--- src/rtl/pekq_pkg.sv ---
// Shared constants, types and the button remap for the pad edge key queue.
`timescale 1ns / 1ps

package pekq_pkg;

  // Default number of slots in the key ring; one slot always stays free.
  localparam int QUEUE_DEPTH_DEF = 16;

  localparam int KEY_W   = 8;
  localparam int COUNT_W = 4;
  localparam int RAW_W   = 32;

  // Raw bit that marks a controller word as invalid.
  localparam int RAW_INVALID_BIT = 31;

  // Key codes, in the order in which newly pressed buttons are queued:
  // up, down, left, right, fire, use, tab, escape.
  localparam logic [KEY_W-1:0] EDGE_CODE [8] = '{
    8'hAD, 8'hAF, 8'hAC, 8'hAE, 8'h9D, 8'h20, 8'h09, 8'h1B
  };

  typedef enum logic [3:0] {
    S_IDLE = 4'b0001,
    S_POP  = 4'b0010,
    S_PUSH = 4'b0100,
    S_FIN  = 4'b1000
  } state_t;

  // Builds the button byte from the raw controller word. Bit 3 of the byte is
  // the start bit, set by either of the two start-like buttons.
  function automatic logic [KEY_W-1:0] remap_buttons(input logic [RAW_W-1:0] raw);
    logic [KEY_W-1:0] r;
    r[0] = raw[14];
    r[1] = raw[15];
    r[2] = raw[12];
    r[3] = raw[13] | raw[3];
    r[4] = raw[4];
    r[5] = raw[6];
    r[6] = raw[7];
    r[7] = raw[5];
    return r;
  endfunction

endpackage

--- src/rtl/pekq_ram.sv ---
// Generic single-write, single-read RAM with a registered read port.
`timescale 1ns / 1ps

module pekq_ram #(
  parameter int WIDTH = 8,
  parameter int DEPTH = 16
) (
  input  logic                     clk,
  input  logic                     we,
  input  logic [$clog2(DEPTH)-1:0] waddr,
  input  logic [WIDTH-1:0]         wdata,
  input  logic                     re,
  input  logic [$clog2(DEPTH)-1:0] raddr,
  output logic [WIDTH-1:0]         rdata
);

  logic [WIDTH-1:0] mem [DEPTH];

  always_ff @(posedge clk) begin
    if (we) begin
      mem[waddr] <= wdata;
    end
    if (re) begin
      rdata <= mem[raddr];
    end
  end

endmodule

--- src/rtl/pad_edge_key_queue.sv ---
// Top level of the pad edge key queue: edge detector, push sequencer and key ring.
`timescale 1ns / 1ps

//  channel | direction | handshake          | payload
//  in_     | input     | in_valid/in_ready  | command, sample_valid, raw_buttons
//  out_    | output    | out_valid/out_ready| key_code, queued_count
//
// Every item yields exactly one result item. A pop passes through S_POP, where
// the registered read data of the ring memory is taken up, then through S_FIN,
// where its result is loaded; an empty ring goes straight to S_FIN. A valid
// sample runs the push sequencer, which visits the eight buttons one per cycle
// and writes at most one code per cycle through the ring's single write port.
// An invalid sample goes straight to S_FIN.
// Reset (rst_n low, synchronous) empties the ring by clearing both pointers
// and clears the previous button byte; ring contents are left as they are.
// A new item is taken once the previous one has been finished; a result that
// waits on out_ready holds only the last step of the following item.

module pad_edge_key_queue #(
  parameter int QUEUE_DEPTH = pekq_pkg::QUEUE_DEPTH_DEF
) (
  input  logic                          clk,
  input  logic                          rst_n,
  input  logic                          in_valid,
  output logic                          in_ready,
  input  logic                          in_command,
  input  logic                          in_sample_valid,
  input  logic [pekq_pkg::RAW_W-1:0]    in_raw_buttons,
  output logic                          out_valid,
  input  logic                          out_ready,
  output logic [pekq_pkg::KEY_W-1:0]    out_key_code,
  output logic [pekq_pkg::COUNT_W-1:0]  out_queued_count
);

  import pekq_pkg::*;

  localparam int PTR_W = $clog2(QUEUE_DEPTH);

  state_t            state_r, state_nxt;
  logic [PTR_W-1:0]  rd_r, rd_nxt;
  logic [PTR_W-1:0]  wr_r, wr_nxt;
  logic [KEY_W-1:0]  last_r, last_nxt;
  logic [KEY_W-1:0]  rise_r, rise_nxt;
  logic [2:0]        idx_r, idx_nxt;
  logic [KEY_W-1:0]  code_r, code_nxt;
  logic              out_valid_r, out_valid_nxt;
  logic [KEY_W-1:0]  out_key_r, out_key_nxt;
  logic [COUNT_W-1:0] out_cnt_r, out_cnt_nxt;

  logic              in_fire;
  logic [KEY_W-1:0]  now_buttons;
  logic [PTR_W-1:0]  wr_inc, rd_inc;
  logic              full;
  logic [PTR_W:0]    count_wide;
  logic [PTR_W+COUNT_W-1:0] count_ext;
  logic              push_bit;

  logic              mem_we, mem_re;
  logic [KEY_W-1:0]  mem_rdata;

  // Pointers wrap at the ring depth, which need not be a power of two.
  assign wr_inc = (wr_r == PTR_W'(QUEUE_DEPTH - 1)) ? '0 : wr_r + 1'b1;
  assign rd_inc = (rd_r == PTR_W'(QUEUE_DEPTH - 1)) ? '0 : rd_r + 1'b1;
  assign full   = (wr_inc == rd_r);

  // Codes held in the ring (always below the depth), then cut or padded to the
  // four-bit count field.
  assign count_wide = (wr_r >= rd_r) ?
                      ({1'b0, wr_r} - {1'b0, rd_r}) :
                      ({1'b0, wr_r} + (PTR_W + 1)'(QUEUE_DEPTH) - {1'b0, rd_r});
  assign count_ext  = {{COUNT_W{1'b0}}, count_wide[PTR_W-1:0]};

  assign in_ready    = (state_r == S_IDLE);
  assign in_fire     = in_valid && in_ready;
  assign now_buttons = remap_buttons(in_raw_buttons);

  // The sequencer walks up, down, left, right (byte bits 4 to 7) and then
  // fire, use, tab, escape (byte bits 0 to 3).
  assign push_bit = rise_r[{~idx_r[2], idx_r[1:0]}];

  // Reads happen only in a pop and writes only during the push sequence, and
  // one item is worked on at a time, so the two ports never meet on an entry.
  assign mem_re = in_fire && in_command && (rd_r != wr_r);
  assign mem_we = (state_r == S_PUSH) && push_bit && !full;

  pekq_ram #(
    .WIDTH (KEY_W),
    .DEPTH (QUEUE_DEPTH)
  ) u_ring (
    .clk   (clk),
    .we    (mem_we),
    .waddr (wr_r),
    .wdata (EDGE_CODE[idx_r]),
    .re    (mem_re),
    .raddr (rd_r),
    .rdata (mem_rdata)
  );

  always_comb begin
    state_nxt     = state_r;
    rd_nxt        = rd_r;
    wr_nxt        = wr_r;
    last_nxt      = last_r;
    rise_nxt      = rise_r;
    idx_nxt       = idx_r;
    code_nxt      = code_r;
    out_valid_nxt = out_valid_r;
    out_key_nxt   = out_key_r;
    out_cnt_nxt   = out_cnt_r;

    if (out_valid_r && out_ready) begin
      out_valid_nxt = 1'b0;
    end

    case (state_r)
      S_IDLE: begin
        if (in_fire) begin
          code_nxt = '0;
          if (in_command) begin
            // An empty ring answers a pop with a zero code.
            state_nxt = (rd_r != wr_r) ? S_POP : S_FIN;
          end else if (in_sample_valid && !in_raw_buttons[RAW_INVALID_BIT]) begin
            last_nxt  = now_buttons;
            rise_nxt  = now_buttons & ~last_r;
            idx_nxt   = '0;
            state_nxt = S_PUSH;
          end else begin
            state_nxt = S_FIN;
          end
        end
      end
      S_POP: begin
        code_nxt  = mem_rdata;
        rd_nxt    = rd_inc;
        state_nxt = S_FIN;
      end
      S_PUSH: begin
        // A push into a full ring is dropped; the later buttons are still tried.
        if (mem_we) begin
          wr_nxt = wr_inc;
        end
        idx_nxt = idx_r + 1'b1;
        if (idx_r == 3'd7) begin
          state_nxt = S_FIN;
        end
      end
      S_FIN: begin
        if (!out_valid_r || out_ready) begin
          out_valid_nxt = 1'b1;
          out_key_nxt   = code_r;
          out_cnt_nxt   = count_ext[COUNT_W-1:0];
          state_nxt     = S_IDLE;
        end
      end
      default: begin
        state_nxt = S_IDLE;
      end
    endcase
  end

  always_ff @(posedge clk) begin
    if (!rst_n) begin
      state_r     <= S_IDLE;
      rd_r        <= '0;
      wr_r        <= '0;
      last_r      <= '0;
      out_valid_r <= 1'b0;
    end else begin
      state_r     <= state_nxt;
      rd_r        <= rd_nxt;
      wr_r        <= wr_nxt;
      last_r      <= last_nxt;
      out_valid_r <= out_valid_nxt;
    end
  end

  always_ff @(posedge clk) begin
    rise_r    <= rise_nxt;
    idx_r     <= idx_nxt;
    code_r    <= code_nxt;
    out_key_r <= out_key_nxt;
    out_cnt_r <= out_cnt_nxt;
  end

  assign out_valid        = out_valid_r;
  assign out_key_code     = out_key_r;
  assign out_queued_count = out_cnt_r;

  // Both pointers stay inside the ring.
  a_ptr_range: assert property (@(posedge clk) disable iff (!rst_n)
    (32'(rd_r) < QUEUE_DEPTH) && (32'(wr_r) < QUEUE_DEPTH))
    else $error("ring pointer out of range");

  // A write never lands on the slot that keeps a full ring distinct from empty.
  a_no_overfill: assert property (@(posedge clk) disable iff (!rst_n)
    mem_we |-> !full)
    else $error("push into a full ring");

  // The read pointer does not move while codes are being pushed.
  a_rd_still: assert property (@(posedge clk) disable iff (!rst_n)
    (state_r == S_PUSH) |=> (rd_r == $past(rd_r)))
    else $error("read pointer moved during push sequence");

  // A pop that reads the memory moves on to the pop step, where the read pointer advances.
  a_pop_advance: assert property (@(posedge clk) disable iff (!rst_n)
    mem_re |=> (state_r == S_POP))
    else $error("memory read without pop step");

  // An accepted item leaves the idle state.
  a_accept_busy: assert property (@(posedge clk) disable iff (!rst_n)
    in_fire |=> (state_r != S_IDLE))
    else $error("accepted item was not taken up");

endmodule

--- config.mk ---
export PLATFORM = sky130hd
export DESIGN_NAME = pad_edge_key_queue
export DESIGN_NICKNAME = d
export VERILOG_FILES = /design/src/rtl/pekq_pkg.sv /design/src/rtl/pekq_ram.sv /design/src/rtl/pad_edge_key_queue.sv
export SDC_FILE = /design/constraint.sdc
export NUM_CORES = 1
export LEC_CHECK = 0
export BUFFER_PORTS_ARGS = -buffer_cell sky130_fd_sc_hd__buf_4
export CAP_MARGIN = 20
export CORE_ASPECT_RATIO = 0.8
export CORE_UTILIZATION = 35
export CTS_CLUSTER_DIAMETER = 50
export CTS_CLUSTER_SIZE = 40
export DETAILED_ROUTE_END_ITERATION = 10
export GPL_ROUTABILITY_DRIVEN = 0
export HOLD_SLACK_MARGIN = 0.1
export RECOVER_POWER = 100
export SYNTH_ARGS = -nofsm -noshare
export SYNTH_HDL_FRONTEND = slang
export SYNTH_HIERARCHICAL = 1
export SYNTH_SLANG_ARGS = --single-unit
--- constraint.sdc ---
create_clock -name clk -period 2.9 [get_ports clk]
set_clock_uncertainty 0.15 [all_clocks]
set_input_delay 0.435 -clock clk [delete_from_list [all_inputs] [get_ports clk]]
set_output_delay 0.435 -clock clk [all_outputs]
set_load 0.005 [all_outputs]
==> metrics.md <==
| Metric | Value |
|---|---|
| FMAX | `352.9 MHz` |
| Max-slew violation count | `0` |
| Dpl hpwl | `9.121 mm` |
| DIE AREA | `22430 sq um` |
| Critical Path End Type | `flop` |
| Actual slew at the worst max-slew pin | `0.9047 ns` |
| Pwr Total | `5.327 mW` |
| Final instance area | `8885 sq um` |
| First-pass GRT wire length | `22.02 mm` |
| Die Width | `167.2 microns` |
| Critical path class | `flop to flop` |
| Share of cells above drive strength 1 | `0.2011` |
| CTS Root Cell | `clkbuf_16` |
| Crit share post-route | `0.9770` |
| Sink Count | `188` |
| Buffers on Ports | `29` |
| Pwr Density | `599.6 nW/um^2` |
| Core Footprint | `21050 sq um` |
| Final Worst Setup Slack | `0.06658 ns` |
| Mapped Avg Cell Area | `17.45 sq um` |
| Drt via density | `5.009` |
| Die height | `134.2 microns` |
| Post-synth EDFFs | `167` |
| Diodes inserted | `0` |
| Global Route Usage Sum | `0.1315` |
| Vias in the first global route | `4013` |
| Top_reg_cell synth | `edfxtp_1` |
| CTS tree | `built` |
| Finished Core Util | `0.4220` |
| Starting density of the core | `0.3630` |
| Fillers | `1858` |
| Avg WL per Cell | `17.44 microns` |
| DP Area | `8300 sq um` |
| Flops & latches, synth | `188` |
| IO Pins | `52` |
| CTS Buf Count | `17` |
| DRT Pass-1 Iters | `4` |
| Overflow after GRT | `0` |
| Count leader, synth | `edfxtp_1` |
| Warnings from Yosys | `6` |
| Worst Hold Class | `primary input to flop` |
| CTS clk-pin slew, worst paths | `0.07 ns` |
| Arr. time, crit path | `2.72 ns` |
| Synth top area cells | `edfxtp_1, dfxtp_1, mux4_1` |
| Antenna violations before repair | `0` |
| Max Buffers Root-to-Sink | `2` |
| Startpoint types | `flop` |
| Critical-path maximum fanout | `8` |
| Rel. slew slack | `0.3946` |
| Syn Std Cell Area | `7641 sq um` |
| Most frequent cells after synthesis | `edfxtp_1, nand2_1, dfxtp_1, nor2_1, mux4_2` |
| ANT nets after route | `0` |
| Area fraction of the dominant cell type after synthesis | `0.6563` |
| Critical Path RT | `2.79 ns` |
| Seq/Total Area, Yosys | `0.7113` |
| Lkg Pwr | `2.977 nW` |
| Fin. Hold Viols | `0` |
| MaxCap Viol Count | `0` |
| Post-synth top area cell | `edfxtp_1` |
| Routed vias | `3962` |
| Gate count after technology mapping | `438` |
| IR drop worst, VDD | `0.0003811 V` |
| Post-route DRC | `0` |
| Final Setup Violations | `0` |
| Asr flop ratio synth | `0` |
| Final Net Count | `558` |
| Num rows | `47` |
| H-tree depth | `4` |
| Pre-CTS setup slack | `0.07705 ns` |
| RSZ-0062 raised after global routing | `yes` |
| Setup_tns | `0 ns` |
| Largest net degree at the start of global routing | `39` |
| Area delta synth->final | `16.28%` |
| Worst-Skew Late Latency | `0.42 ns` |
| Final wirelength | `13.80 mm` |
| Tmin final | `2.833 ns` |
| Outcome | `completed` |
| Initial DRC Count | `355` |
| Netlist cell types | `49` |
==> per-stage QoR <==
stage,hold slack (ns),instances
after floorplan,0.2503,453
after global placement,0.2543,756
after detailed placement,0.2584,756
after CTS,0.1026,790
after global routing,0.1132,791
final,0.1172,791
==> timing repair <==
| action | CTS | global route |
|---|---|---|
| endpoints found under the hold margin | 2 | 0 |
| setup buffers | 0 | 0 |
| hold buffers | 2 | 0 |
| gates resized for setup | 0 | 4 |
| endpoints found under the setup margin | 0 | 72 |
==> per-layer routing <==
layer	up-vias	track usage	routed length [microns]
li1	1840	-	-
met2	102	0.2013	6348
met5	-	0	0
met3	14	0.03600	907
met4	0	0.04077	148
met1	2006	0.1827	6393
==> report_power, final <==
part,internal (mW),leakage [nW],switching (mW)
sequential,2.96,1.68,0.0163
combinational,0.0541,1.03,0.0668
clock,1.21,0.268,1.02
total,4.23,2.98,1.10
==> cells in the final DEF, fill, tap and decap left out, types with 3 or more instances in the layout <==
cell type   instances
nor2_2              4
xor2_1              6
buf_4              29
clkbuf_1            9
edfxtp_1          167
clkbuf_4           14
nor2b_1            12
dfxtp_1            21
inv_8               3
conb_1             16
xnor2_1             3
nand2b_1            8
inv_6               4
or4b_1              3
a21boi_1            7
ha_1               10
clkbuf_16          17
o21a_1              3
o21ai_0             3
mux4_2             18
mux4_1             16
and2_0              7
inv_1               9
and2_1              7
mux2i_1             4
nand3_1             3
nand2_1            41
nor3_1              4
a22oi_1            16
clkinvlp_4          3
a21oi_1             5
nor2_1             17
==> cell type report <==
| type | instances | area, sq um | share of cell area |
|---|---|---|---|
| Timing Repair Buffer | 52 | 380.4 | 0.04281 |
| Multi-Input combinational cell | 240 | 2132 | 0.2400 |
| Inverter | 10 | 37.54 | 0.004225 |
| Tap cell | 269 | 336.6 | 0.03788 |
| Clock inverter | 12 | 126.4 | 0.01422 |
| Clock buffer | 20 | 436.7 | 0.04915 |
| Sequential cell | 188 | 5435 | 0.6117 |
==> path summary, 6_finish.rpt <==
kind / start / to / slack, ns / cells after the start
setup / recovery: wr_r[0] / u_ring/mem[7][4] / 0.07 / 7
hold / removal: in_raw_buttons[15] / last_r[1] / 0.12 / 3
setup reg to reg: wr_r[0] / u_ring/mem[7][4] / 0.07 / 7
hold reg to reg: code_r[7] / out_key_code[7] / 0.27 / 0
==> state kept, by name (all words and copies together), names as in the netlist <==
register and count:
code_r 8, u_ring/mem 128, out_valid 1, out_queued_count 4, idx_r 3, u_ring/rdata 8
rd_r 4, last_r 8, wr_r 4, state_r 4, out_key_code 8, rise_r 8
==> cells by family after synthesis <==
family	synth area share
other cells	0.0004908
buf+inv	0.01899
flops	0.7113
mux	0.1148
fa+ha+maj	0.01899
simple gates	0.08318
compound gates	0.04192
xor+xnor	0.01032
==> worst max-delay path, stage by stage (launching register included) <==
cell	delay, ns
dfxtp_1	0.32
ha_1	0.27
a31oi_1	0.28
xor2_1	0.20
nor3_2	0.08
a21oi_2	0.26
nand3b_1	0.18
nor2_1	0.72
Power figures use the tool's default switching activity.
